[src/two_value_multimap_table_core_assert.svh]
// Assertion macros used by the multimap table scan sequencer.
`ifndef TWO_VALUE_MULTIMAP_TABLE_CORE_ASSERT_SVH
`define TWO_VALUE_MULTIMAP_TABLE_CORE_ASSERT_SVH

`ifndef SYNTHESIS

`define TVMM_ASSERT(lbl, clk, rst, prop, msg) \
  lbl: assert property (@(posedge clk) disable iff (rst) (prop)) else $error(msg);

`define TVMM_ASSERT_NEXT(lbl, clk, rst, ante, cons, msg) \
  lbl: assert property (@(posedge clk) disable iff (rst) (ante) |=> (cons)) else $error(msg);

`else

`define TVMM_ASSERT(lbl, clk, rst, prop, msg)

`define TVMM_ASSERT_NEXT(lbl, clk, rst, ante, cons, msg)

`endif

`endif

[src/tvmm_pkg.sv]
// Shared types and constants of the two-value multimap table.
`default_nettype none

package tvmm_pkg;

  localparam int KEY_W    = 32;
  localparam int CNT_W    = 7;
  localparam int OP_W     = 2;
  localparam int STATUS_W = 2;
  localparam int FOUND_W  = 2;
  localparam int CFG_IDX_W = 1;

  localparam logic [OP_W-1:0] OP_ADD    = 2'd0;
  localparam logic [OP_W-1:0] OP_SEARCH = 2'd1;
  localparam logic [OP_W-1:0] OP_REMOVE = 2'd2;

  localparam logic [STATUS_W-1:0] ST_OK   = 2'd0;
  localparam logic [STATUS_W-1:0] ST_MISS = 2'd1;
  localparam logic [STATUS_W-1:0] ST_FULL = 2'd2;

  localparam logic [FOUND_W-1:0] MAX_PER_KEY = 2'd2;

  localparam logic [CFG_IDX_W-1:0] REG_CAPACITY = 1'd0;
  localparam logic [CFG_IDX_W-1:0] REG_NULL     = 1'd1;

  localparam logic [CNT_W-1:0] CAP_RESET = 7'd64;
  localparam int CAP_LIMIT = 127;

  typedef struct packed {
    logic shift;
    logic wr_en;
  } chain_ctl_t;

endpackage

`default_nettype wire

[src/two_value_multimap_table_core.sv]
// Two-value multimap table: a ring of entry cells scanned by a sequencer.
//
// Input channel: in_valid with in_stall; an operation (add, search or remove)
// transfers when in_valid is high and in_stall is low. Output channel:
// out_valid with out_stall; one result transfers per operation.
// The entries sit in a ring of ENTRIES cells that rotates by one cell in each
// scan cycle, so every stored entry passes the head compare once per scan.
// After its transfer, an operation is scanned over one full revolution of the
// ring; the done state then writes the table back and registers the result,
// and the block returns to idle. It holds in_stall high while it works, so it
// takes no new operation until the last one has left the done state.
// A result that is stalled stays in the output register; the next operation
// can still be taken and scanned, and it waits only at write-back.
// Configuration writes (capacity, null value) use cfg_valid with cfg_ready
// (always high) and must be made while the block is idle; no logic enforces it.
// Reset empties the table at once, restores capacity 64 and null value 0.
`default_nettype none

module two_value_multimap_table_core
  import tvmm_pkg::*;
#(
  parameter int ENTRIES = 64
) (
  input  wire logic                 clk,
  input  wire logic                 rst,
  input  wire logic                 in_valid,
  output logic                      in_stall,
  input  wire logic [OP_W-1:0]      opcode,
  input  wire logic [KEY_W-1:0]     key,
  input  wire logic [KEY_W-1:0]     value,
  input  wire logic                 cfg_valid,
  output logic                      cfg_ready,
  input  wire logic [CFG_IDX_W-1:0] cfg_index,
  input  wire logic [KEY_W-1:0]     cfg_data,
  output logic                      out_valid,
  input  wire logic                 out_stall,
  output logic      [STATUS_W-1:0]  status,
  output logic      [KEY_W-1:0]     first_value,
  output logic      [KEY_W-1:0]     second_value,
  output logic      [FOUND_W-1:0]   found_count,
  output logic      [CNT_W-1:0]     entries_used
);

  localparam int IDX_W = (ENTRIES > 1) ? $clog2(ENTRIES) : 1;

  chain_ctl_t       ctl;
  logic [IDX_W-1:0] wr_idx;
  logic [KEY_W-1:0] wr_key;
  logic [KEY_W-1:0] wr_value;
  logic [KEY_W-1:0] cell_key   [ENTRIES];
  logic [KEY_W-1:0] cell_value [ENTRIES];

  tvmm_ctrl #(
    .ENTRIES (ENTRIES),
    .IDX_W   (IDX_W)
  ) u_ctrl (
    .clk          (clk),
    .rst          (rst),
    .in_valid     (in_valid),
    .in_stall     (in_stall),
    .opcode       (opcode),
    .key          (key),
    .value        (value),
    .cfg_valid    (cfg_valid),
    .cfg_ready    (cfg_ready),
    .cfg_index    (cfg_index),
    .cfg_data     (cfg_data),
    .head_key     (cell_key[0]),
    .head_value   (cell_value[0]),
    .ctl          (ctl),
    .wr_idx       (wr_idx),
    .wr_key       (wr_key),
    .wr_value     (wr_value),
    .out_valid    (out_valid),
    .out_stall    (out_stall),
    .status       (status),
    .first_value  (first_value),
    .second_value (second_value),
    .found_count  (found_count),
    .entries_used (entries_used)
  );

  for (genvar k = 0; k < ENTRIES; k++) begin : g_cell
    tvmm_cell #(
      .IDX_W    (IDX_W),
      .CELL_IDX (k)
    ) u_cell (
      .clk        (clk),
      .ctl        (ctl),
      .wr_idx     (wr_idx),
      .wr_key     (wr_key),
      .wr_value   (wr_value),
      .next_key   (cell_key[(k + 1) % ENTRIES]),
      .next_value (cell_value[(k + 1) % ENTRIES]),
      .cell_key   (cell_key[k]),
      .cell_value (cell_value[k])
    );
  end

endmodule

`default_nettype wire

[src/tvmm_cell.sv]
// One storage cell of the entry ring: holds a key and a value.
`default_nettype none

module tvmm_cell
  import tvmm_pkg::*;
#(
  parameter int IDX_W    = 6,
  parameter int CELL_IDX = 0
) (
  input  wire logic             clk,
  input  wire chain_ctl_t       ctl,
  input  wire logic [IDX_W-1:0] wr_idx,
  input  wire logic [KEY_W-1:0] wr_key,
  input  wire logic [KEY_W-1:0] wr_value,
  input  wire logic [KEY_W-1:0] next_key,
  input  wire logic [KEY_W-1:0] next_value,
  output logic      [KEY_W-1:0] cell_key,
  output logic      [KEY_W-1:0] cell_value
);

  logic wr_sel;

  assign wr_sel = ctl.wr_en && (wr_idx == IDX_W'(CELL_IDX));

  always_ff @(posedge clk) begin
    if (wr_sel) begin
      cell_key   <= wr_key;
      cell_value <= wr_value;
    end else if (ctl.shift) begin
      cell_key   <= next_key;
      cell_value <= next_value;
    end
  end

endmodule

`default_nettype wire

[src/tvmm_ctrl.sv]
// Scan sequencer: compares the ring head, keeps the count and builds results.
`default_nettype none

`include "two_value_multimap_table_core_assert.svh"

module tvmm_ctrl
  import tvmm_pkg::*;
#(
  parameter int ENTRIES = 64,
  parameter int IDX_W   = 6
) (
  input  wire logic                 clk,
  input  wire logic                 rst,
  input  wire logic                 in_valid,
  output logic                      in_stall,
  input  wire logic [OP_W-1:0]      opcode,
  input  wire logic [KEY_W-1:0]     key,
  input  wire logic [KEY_W-1:0]     value,
  input  wire logic                 cfg_valid,
  output logic                      cfg_ready,
  input  wire logic [CFG_IDX_W-1:0] cfg_index,
  input  wire logic [KEY_W-1:0]     cfg_data,
  input  wire logic [KEY_W-1:0]     head_key,
  input  wire logic [KEY_W-1:0]     head_value,
  output chain_ctl_t                ctl,
  output logic      [IDX_W-1:0]     wr_idx,
  output logic      [KEY_W-1:0]     wr_key,
  output logic      [KEY_W-1:0]     wr_value,
  output logic                      out_valid,
  input  wire logic                 out_stall,
  output logic      [STATUS_W-1:0]  status,
  output logic      [KEY_W-1:0]     first_value,
  output logic      [KEY_W-1:0]     second_value,
  output logic      [FOUND_W-1:0]   found_count,
  output logic      [CNT_W-1:0]     entries_used
);

  localparam int CMP_W   = ((IDX_W > CNT_W) ? IDX_W : CNT_W) + 1;
  localparam int CAP_MAX = (ENTRIES > CAP_LIMIT) ? CAP_LIMIT : ENTRIES;
  localparam logic [IDX_W-1:0] LAST_IDX = IDX_W'(ENTRIES - 1);

  typedef enum logic [1:0] {
    IDLE,
    SCAN,
    DONE
  } state_t;

  state_t            state;
  logic [CNT_W-1:0]  capacity_in_use;
  logic [KEY_W-1:0]  null_value;
  logic [CNT_W-1:0]  count;
  logic [OP_W-1:0]   op_q;
  logic [KEY_W-1:0]  op_key;
  logic [KEY_W-1:0]  op_value;
  logic [IDX_W-1:0]  scan_idx;
  logic [FOUND_W-1:0] hits;
  logic [KEY_W-1:0]  first_cap;
  logic [KEY_W-1:0]  second_cap;
  logic              rm_found;
  logic [IDX_W-1:0]  rm_idx;
  logic [KEY_W-1:0]  last_key;
  logic [KEY_W-1:0]  last_value;

  logic              in_range;
  logic              is_last;
  logic              key_hit;
  logic              pair_hit;
  logic [CNT_W-1:0]  eff_cap;
  logic              full;
  logic              load;
  logic              add_ok;
  logic [CNT_W-1:0]  count_next;
  logic [STATUS_W-1:0] status_next;
  logic [KEY_W-1:0]  first_next;
  logic [KEY_W-1:0]  second_next;
  logic [FOUND_W-1:0] found_next;

  assign in_stall  = (state != IDLE);
  assign cfg_ready = 1'b1;

  always_comb begin
    in_range = CMP_W'(scan_idx) < CMP_W'(count);
    is_last  = (CMP_W'(scan_idx) + CMP_W'(1)) == CMP_W'(count);
    key_hit  = (head_key == op_key);
    pair_hit = key_hit && (head_value == op_value);

    if (capacity_in_use == '0) begin
      eff_cap = CNT_W'(1);
    end else if (CMP_W'(capacity_in_use) > CMP_W'(CAP_MAX)) begin
      eff_cap = CNT_W'(CAP_MAX);
    end else begin
      eff_cap = capacity_in_use;
    end
    full   = (count >= eff_cap);
    add_ok = !full && (hits != MAX_PER_KEY);
    load   = !out_valid || !out_stall;

    status_next = ST_MISS;
    first_next  = '0;
    second_next = '0;
    found_next  = '0;
    count_next  = count;
    unique case (op_q)
      OP_ADD: begin
        if (full) begin
          status_next = ST_FULL;
        end else if (add_ok) begin
          status_next = ST_OK;
          count_next  = count + CNT_W'(1);
        end
      end
      OP_SEARCH: begin
        status_next = ST_OK;
        first_next  = (hits != '0) ? first_cap : null_value;
        second_next = (hits == MAX_PER_KEY) ? second_cap : null_value;
        found_next  = hits;
      end
      OP_REMOVE: begin
        if (rm_found) begin
          status_next = ST_OK;
          count_next  = count - CNT_W'(1);
        end
      end
      default: begin
        status_next = ST_MISS;
      end
    endcase

    ctl.shift = (state == SCAN);
    ctl.wr_en = (state == DONE) && load &&
                (((op_q == OP_ADD) && add_ok) || ((op_q == OP_REMOVE) && rm_found));
    if (op_q == OP_ADD) begin
      wr_idx   = IDX_W'(count);
      wr_key   = op_key;
      wr_value = op_value;
    end else begin
      wr_idx   = rm_idx;
      wr_key   = last_key;
      wr_value = last_value;
    end
  end

  always_ff @(posedge clk) begin
    if (rst) begin
      state           <= IDLE;
      out_valid       <= 1'b0;
      count           <= '0;
      capacity_in_use <= CAP_RESET;
      null_value      <= '0;
    end else begin
      if (cfg_valid) begin
        unique case (cfg_index)
          REG_CAPACITY: capacity_in_use <= cfg_data[CNT_W-1:0];
          REG_NULL:     null_value      <= cfg_data;
          default:      null_value      <= null_value;
        endcase
      end
      if (out_valid && !out_stall && (state != DONE)) begin
        out_valid <= 1'b0;
      end
      unique case (state)
        IDLE: begin
          if (in_valid) begin
            op_q     <= opcode;
            op_key   <= key;
            op_value <= value;
            scan_idx <= '0;
            hits     <= '0;
            rm_found <= 1'b0;
            rm_idx   <= '0;
            state    <= SCAN;
          end
        end
        SCAN: begin
          if (in_range && key_hit && (hits != MAX_PER_KEY)) begin
            if (hits == '0) begin
              first_cap <= head_value;
            end else begin
              second_cap <= head_value;
            end
            hits <= hits + FOUND_W'(1);
          end
          if (in_range && pair_hit && !rm_found) begin
            rm_found <= 1'b1;
            rm_idx   <= scan_idx;
          end
          if (is_last) begin
            last_key   <= head_key;
            last_value <= head_value;
          end
          scan_idx <= scan_idx + IDX_W'(1);
          if (scan_idx == LAST_IDX) begin
            state <= DONE;
          end
        end
        DONE: begin
          if (load) begin
            out_valid    <= 1'b1;
            status       <= status_next;
            first_value  <= first_next;
            second_value <= second_next;
            found_count  <= found_next;
            entries_used <= count_next;
            count        <= count_next;
            state        <= IDLE;
          end
        end
        default: begin
          state <= IDLE;
        end
      endcase
    end
  end

  `TVMM_ASSERT(a_count_bound, clk, rst, CMP_W'(count) <= CMP_W'(CAP_MAX), "count above limit")
  `TVMM_ASSERT_NEXT(a_scan_end, clk, rst,
                    (state == SCAN) && (scan_idx == LAST_IDX),
                    state == DONE, "scan did not end")
  `TVMM_ASSERT_NEXT(a_count_hold, clk, rst, state == SCAN, $stable(count), "count moved in scan")
  `TVMM_ASSERT(a_write_op, clk, rst,
               !ctl.wr_en || op_q == OP_ADD || op_q == OP_REMOVE, "bad write")

endmodule

`default_nettype wire
[config.mk]
export PLATFORM = sky130hd
export DESIGN_NAME = two_value_multimap_table_core
export DESIGN_NICKNAME = d
export VERILOG_FILES = /design/src/tvmm_pkg.sv /design/src/two_value_multimap_table_core.sv /design/src/tvmm_cell.sv /design/src/tvmm_ctrl.sv
export VERILOG_INCLUDE_DIRS = /design/src /design/src/src
export SDC_FILE = /design/constraint.sdc
export NUM_CORES = 2
export LEC_CHECK = 0
export BUFFER_PORTS_ARGS = -buffer_cell sky130_fd_sc_hd__buf_2
export CAP_MARGIN = 20
export CORE_ASPECT_RATIO = 1.4
export CORE_UTILIZATION = 57
export DETAILED_ROUTE_END_ITERATION = 10
export PLACE_DENSITY_LB_ADDON = 0.05
export SLEW_MARGIN = 0
export SYNTH_ARGS = -nofsm -noshare
export SYNTH_HDL_FRONTEND = slang
export SYNTH_SLANG_ARGS = --single-unit
[constraint.sdc]
create_clock -name clk -period 7.88 [get_ports clk]
set_input_delay 0.788 -clock clk [delete_from_list [all_inputs] [get_ports clk]]
set_output_delay 0.788 -clock clk [all_outputs]
set_load 0.005 [all_outputs]
* Yosys cells after proc, flatten, opt, wreduce, memory -nomap -nowiden
Cells that the tools add are included.
** Operators by class
- Magnitude comparators :: 3
- $add $sub $neg :: 5
- Equality and inequality tests :: 79
- Multiplexer cells :: 288
- Bitwise gates (word level) :: 3
- Reductions and logical operators :: 166
** Operators with widths (number)
- 32-bit 2-to-1 mux :: 260
- 6-bit equality test, second input constant :: 33
- 2-bit nonzero test :: 67
- 6-bit by 5-bit equality test with 1-bit output, second input constant :: 16
- 1-bit logical AND :: 76
- 32-bit equality test :: 2
- 6-bit by 4-bit equality test with 1-bit output, second input constant :: 8
- 7-bit 2-to-1 mux :: 5
- 6-bit by 3-bit equality test with 1-bit output, second input constant :: 4
- 6-bit case mux with 2 select lines :: 2
- 6-bit 2-to-1 mux :: 3
- 4-bit AND reduction :: 4
- 3-bit AND reduction :: 5
- 7-bit case mux with 2 select lines :: 1
- 6-bit by 2-bit equality test with 1-bit output, second input constant :: 2
- 2-bit 2-to-1 mux :: 6
- 2-bit case mux with 3 select lines :: 2
- 8-bit by 7-bit equality test with 1-bit output :: 1
- 2-bit by 1-bit != test with 1-bit output, second input constant :: 4
- 6-bit by 1-bit adder with 7-bit output, second input constant :: 1
- 7-bit by 1-bit adder with 7-bit output, second input constant :: 1
- 7-bit >= comparator :: 1
- 7-bit greater-than comparator, second input constant :: 1
- 7-bit logical NOT :: 1
- 17 further kinds :: 38
** Word-level totals
- Word-level logic and storage cells :: 693
- Bits in registers :: 4429

* Depth between registers and ports, before layout
- Word-level depth :: 11
- Depth in mapped cells :: 14
- Depth with buffers taken out :: 10

* Cells and area by module
From an unflattened synthesis, not the netlist that was laid out.
** Unflattened totals
- Cells, all modules :: 9983
- Area, all modules :: 197510.7 um^2
** By module, submodules not included
- tvmm_cell (g_cell[19].u_cell ...) :: instances 12, area an instance 2920.3 um^2, cells an instance 138
- tvmm_cell (g_cell[17].u_cell ...) :: instances 8, area an instance 2925.3 um^2, cells an instance 138
- tvmm_cell (g_cell[23].u_cell ...) :: instances 8, area an instance 2740.1 um^2, cells an instance 139
- tvmm_cell (g_cell[1].u_cell ...) :: instances 7, area an instance 2925.3 um^2, cells an instance 139
- tvmm_cell (g_cell[11].u_cell ...) :: instances 6, area an instance 2924.1 um^2, cells an instance 139
- tvmm_ctrl :: instances 1, area an instance 13889.6 um^2, cells an instance 1119
- tvmm_cell (g_cell[10].u_cell ...) :: instances 4, area an instance 2926.6 um^2, cells an instance 139
- tvmm_cell (g_cell[49].u_cell ...) :: instances 4, area an instance 2922.8 um^2, cells an instance 138
- tvmm_cell (g_cell[55].u_cell ...) :: instances 4, area an instance 2753.9 um^2, cells an instance 139
- tvmm_cell (g_cell[53].u_cell ...) :: instances 4, area an instance 2736.4 um^2, cells an instance 138
- tvmm_cell (g_cell[16].u_cell ...) :: instances 2, area an instance 2915.3 um^2, cells an instance 138
- tvmm_cell (g_cell[31].u_cell ...) :: instances 2, area an instance 2737.6 um^2, cells an instance 139
- tvmm_cell (g_cell[0].u_cell) :: instances 1, area an instance 2916.5 um^2, cells an instance 139
- tvmm_cell (g_cell[48].u_cell) :: instances 1, area an instance 2912.8 um^2, cells an instance 138
- tvmm_cell (g_cell[15].u_cell) :: instances 1, area an instance 2738.9 um^2, cells an instance 138

* Worst setup path after synthesis
No wires, ideal clock.
- Path type :: register to register
- Start :: register u_ctrl.count[0]
- End :: register g_cell[10].u_cell.cell_key[0], enable pin
- Slack :: 406 ps
- Library setup time :: 574 ps
- Cell stages (with the launch flop) :: 13
- Arrival time :: 6899 ps
- Period minus slack after synthesis :: 7474 ps
- Required time :: 7306 ps
- Cell sequence :: dfxtp_1 > buf_2 > inv_1 > ha_1 > nor2b_1 > o21ai_1 > a211oi_1 > buf_2 > a31oi_4 > buf_4 > buf_2 > clkbuf_1 > o21ai_0
** Between the ends
- Longest elaborated chain between the ends :: 8
- Elaborated cells between the ends (all ways) :: 10
- Classes of those cells :: order compare: 1; eq/ne: 1; mux: 1; reduce/logical: 7
** RTL lines
- from (decl) :: line tvmm_ctrl.sv:51 : logic [CNT_W-1:0] count;
- from (signal assigned) :: line tvmm_ctrl.sv:204 : count <= count_next;
- 7-bit >= comparator :: line tvmm_ctrl.sv:94 : full = (count >= eff_cap);
- 1-bit logical NOT :: line tvmm_ctrl.sv:95 : add_ok = !full && (hits != MAX_PER_KEY);
- 1-bit logical AND :: line tvmm_ctrl.sv:95
- 1-bit logical AND :: line tvmm_ctrl.sv:131 : (((op_q == OP_ADD) && add_ok) || ((op_q == OP_REMOVE) && rm_found));
- 1-bit logical OR :: line tvmm_ctrl.sv:131
- 1-bit logical AND :: line tvmm_ctrl.sv:130 : ctl.wr_en = (state == DONE) && load &&
- 1-bit logical AND * :: line tvmm_cell.sv:23 : assign wr_sel = ctl.wr_en && (wr_idx == IDX_W'(CELL_IDX));
- 2-bit nonzero test (no source line) *
- to (signal assigned) :: line tvmm_cell.sv:27 : cell_key <= wr_key;
- to (signal assigned) :: line tvmm_cell.sv:30 : cell_key <= next_key;
- to (decl) :: line tvmm_cell.sv:17 : output logic [KEY_W-1:0] cell_key,
Mark *: on every way between the ends. The rest lies on a longest branch, timed or not.
A chain may end at the register's enable or synchronous reset.

* Worst setup path in the final report
- Start :: register u_ctrl.count[0]
- End :: register g_cell[28].u_cell.cell_key[21], enable pin
** Between the ends
- Longest elaborated chain between the ends :: 8
- Elaborated cells between the ends (all ways) :: 10
- Classes of those cells :: order compare: 1; eq/ne: 1; mux: 1; reduce/logical: 7
** RTL lines (line)
- 7-bit >= comparator :: tvmm_ctrl.sv:94
- 1-bit logical NOT :: tvmm_ctrl.sv:95
- 1-bit logical AND :: tvmm_ctrl.sv:95
- 1-bit logical AND :: tvmm_ctrl.sv:131
- 1-bit logical OR :: tvmm_ctrl.sv:131
- 1-bit logical AND :: tvmm_ctrl.sv:130
- 1-bit logical AND * :: tvmm_cell.sv:23
- 2-bit nonzero test (no source line) *
- to (signal assigned) :: tvmm_cell.sv:27
- to (signal assigned) :: tvmm_cell.sv:30
- to (decl) :: tvmm_cell.sv:17
Marks and branches as above.

==> impl_metrics.py <==
metrics = {
    "logic_synthesis": {
        "netlist_instances": 11600,
        "synth_flop_cell": "edfxtp_1",
        "syn-mean-instance-area_um2": 16.3,
        "synth_cell_type_count": 63,
        "async_flop_share": 0,
        "seq_area_frac_synth": 0.701,
        "synth.net_count": 11700,
        "ys_ff_latch": 4429,
        "netlist_area_um2": 189000,
        "synth_edf_count": 4380,
        "yosys_warnings": 0,
    },
    "clock_network": {
        "path_clk_slew_ns": 0.07,
        "cts_buffer_depth": 4,
        "clock_sinks": 4429,
        "ctsHoldBuffers": 38,
        "post-cts-setup-buffers": 0,
        "numCtsBuffers": 423,
        "cts_repair_resize_count": 0,
        "root_buffer": "clkbuf_16",
        "cts_max_level": 5,
        "clk_latency_ns": 0.96,
        "cts_tree": "yes",
    },
    "timing": {
        "relSlewSlack": 0.155,
        "setup_ws_ns": 2.24,
        "finalCritPeriodShare": 0.716,
        "fin_setup_tns_ns": 0,
        "slew_viol_final": 0,
        "period_needed_ns": 5.64,
        "rsz0062_at_grt": "false",
        "report.final.setup_viol": 0,
        "tightest_slew_ns": 1.27,
        "fmax_mhz": 177,
        "fin_skew_ns": 0.0605,
        "hold_violations": 0,
    },
    "floorplan": {
        "core_um2": 329000,
        "die_h_um": 683,
        "die_w_um": 489,
        "initial_core_util": 0.574,
        "die_area_um2": 334000,
        "ios": 182,
        "rows": 249,
    },
    "critical_path": {
        "cp_max_fo": 34,
        "cpLargestDelayFamily": "compound AO/OA/AOI/OAI gates",
        "arrival_ns": 6.19,
        "startpoint_type": "register",
        "end_kind": "register",
        "r2r-start": "u_ctrl.count[0]$_SDFFE_PP0P_",
        "reg2reg_slack_ns": 2.24,
        "worst-setup-path-type": "reg2reg",
        "rr_endpoint": "g_cell[28].u_cell.cell_key[21]$_DFFE_PP_",
        "max_stage_delay_ns": 0.89,
        "rr_worst_depth": 10,
        "path_cells": "inv_1, ha_1, nor2b_1, o21ai_1, a211oi_2, buf_4, a21o_1, nand2_4, nand2_4, buf_4",
        "slowest_stage": "a211oi_2",
        "crit_buf_inv": 3,
        "cp.required_ns": 8.43,
    },
    "power": {
        "p_leak_uw": 0.0683,
        "combPwrFrac": 0.058,
        "power_per_cell_area_nw_per_um2": 246,
        "switchingPower_uw": 11600,
        "pwr-share-clk": 0.400,
        "pwr-share-seq": 0.543,
        "vdd_drop_max_uv": 197,
        "power.internal_uw": 39800,
        "switching_share": 0.226,
    },
    "cells_and_area": {
        "utilization": 0.633,
        "final_cells": 16200,
        "final_nets": 11600,
        "drive_gt1_frac": 0.330,
        "area_delta_synth_final_pct": 10.3,
    },
    "drt": {
        "drt_iter0_drc": 12500,
        "via_per_inst": 6.60,
        "ant_nets": 0,
        "wl_per_cell_um": 35.5,
        "vias": 107000,
        "wl_um": 576000,
        "drc_errors": 0,
        "drt_first_pass_iters": 6,
    },
    "global_route": {
        "grt_pass1_vias": 108000,
        "grt_max_degree": 151,
        "grt_pass1_wl_um": 813000,
        "grt.total_usage": 0.344,
        "antenna_found_initial": 40,
        "overflow": 0,
    },
    "place": {
        "gp_congestion": 0.881,
        "place_hpwl_um": 343000,
        "portBuffers": 180,
        "dp_slack_ns": 2.36,
        "dpl.cell_count": 15400,
    },
    "flow_run": {
        "maxCapViolations": 0,
    },
    "worst_hold_path": {
        "hold_end": "u_ctrl.op_value[20]$_DFFE_PP_",
        "holdCritPathClass": "in2reg",
        "holdCritStartpoint": "value[20]",
        "whs_path_depth": 1,
    },
    "run_status": {
        "status": "complete, no violations",
    },
}
worst reg2reg max path, delay by kind of cell (launching register included):
family / cells / cell delay (ns)
adder cells (fa/ha/maj): 1 / 0.35
flip-flops: 1 / 0.53
AO/OA/AOI/OAI: 3 / 1.64
AND/OR/NAND/NOR: 3 / 1.46
buffers and inverters: 3 / 1.14
power by group through the flow:
| stage | combinational (uW) | sequential (uW) | clock, uW |
|---|---|---|---|
| 6_report | 2960 | 27900 | 20500 |
| 5_1_grt | 3110 | 28000 | 21400 |
| 4_1_cts | 2940 | 27900 | 20600 |
| 3_5_place_dp | 2900 | 28300 | 0 |
| 3_3_place_gp | 2830 | 28300 | 0 |
| 2_1_floorplan | 1650 | 28200 | 0 |
per-layer routing:
layer  up-vias  routed length (um)  GRT usage
met5         -                 282    0.00536
met1     56100              209000      0.421
met2      5391              286000      0.579
met4         8               32800      0.168
li1      44100                   -          -
met3      1333               48300     0.0703
area by class of cell:
class / instances / area, um^2
clock buffers: 528 / 11300
multi-input cells: 6062 / 52700
flip-flops and latches: 4429 / 133000
well taps: 4392 / 5500
inverters: 19 / 73.8
diodes: 13 / 32.5
repair buffers: 529 / 4160
fillers: 23400 / 121000
clock inverters: 239 / 2210
stage by stage:
stage | hold slack [ns] | power, uW | instance area (um^2)
after floorplan | 0.448 | 29900 | 189000
after global placement | 0.456 | 31200 | 194000
after detailed placement | 0.466 | 31200 | 194000
after CTS | 0.000525 | 51400 | 208000
after global routing | 0.0249 | 52500 | 208000
final | 0.0427 | 51300 | 208000
state kept, by name (all words and copies together) (netlist names), 32 cells and up:
signal,count
g_cell.u_cell.cell_key,2048
g_cell.u_cell.cell_value,2048
u_ctrl.second_cap,32
u_ctrl.last_value,32
u_ctrl.null_value,32
u_ctrl.first_value,32
u_ctrl.op_value,32
u_ctrl.last_key,32
u_ctrl.op_key,32
u_ctrl.second_value,32
u_ctrl.first_cap,32
cell families after synthesis:
group | share of synthesized area
flops | 0.701
xor+xnor | 0.00380
simple gates | 0.0150
mux | 0.191
compound gates | 0.0581
other cells | 0.0000198
fa+ha+maj | 0.00119
buf+inv | 0.0296
cells in the final DEF (no fill, tap or decap), drive strengths merged, types with 12 or more instances in the layout:
master       instances
edfxtp            4380
mux2              3073
o21ai             2090
clkbuf             528
buf                491
nand2              335
clkinv             177
nor2               152
mux2i              135
xnor2               63
dfxtp               49
a21oi               45
bufinv              40
dlygate4sd3         38
inv                 29
nand3               22
xor2                19
ha                  18
nand4               15
diode               13
clkinvlp            12
cells in the mapped netlist (3+ instances only):
master    instances  area, um^2
nor4_1           11        68.8
buf_2           166         831
mux2i_1         135        1350
nand3_1          21         105
o211ai_1          4        30.0
nor3_2            3        30.0
nand4_1          15        93.8
buf_6            86         968
a31oi_1           7        43.8
inv_1            19        71.3
mux2_2         2472       27800
xnor2_1          63         552
ha_1             18         225
nor2b_1           5        31.3
mux2_1          561        6320
nand2b_1          6        37.5
o21ai_0        2017       10100
edfxtp_1       4380      132000
a32oi_1           3        26.3
mux2_4           40         601
nor2_1          117         439
buf_4           130         976
buf_1            31         116
o21ai_1          73         365
and2_1           11        68.8
nor2_8           10         200
xor2_1           19         166
a21oi_1          44         220
nor3_1            7        35.0
dfxtp_1          49         981
nor2_4           24         270
nand2_1         331        1240
clkbuf_1        697        2620
and3_1            5        31.3
worst max path at each step:
stage,slack [ns],startpoint,cells past startpoint,end
2_1_floorplan,0.41,u_ctrl.count[0]$_SDFFE_PP0P_,12,g_cell[10].u_cell.cell_key[0]$_DFFE_PP_
4_1_cts,2.34,u_ctrl.op_q[0]$_DFFE_PP_,8,g_cell[41].u_cell.cell_value[14]$_DFFE_PP_
6_report,2.24,u_ctrl.count[0]$_SDFFE_PP0P_,10,g_cell[28].u_cell.cell_key[21]$_DFFE_PP_
3_5_place_dp,2.36,u_ctrl.op_q[0]$_DFFE_PP_,8,g_cell[41].u_cell.cell_value[14]$_DFFE_PP_
5_1_grt,2.12,u_ctrl.op_q[0]$_DFFE_PP_,8,g_cell[28].u_cell.cell_key[21]$_DFFE_PP_
3_3_place_gp,2.23,u_ctrl.op_q[0]$_DFFE_PP_,8,g_cell[43].u_cell.cell_key[7]$_DFFE_PP_
No activity file was read; power rests on OpenSTA's default activity.
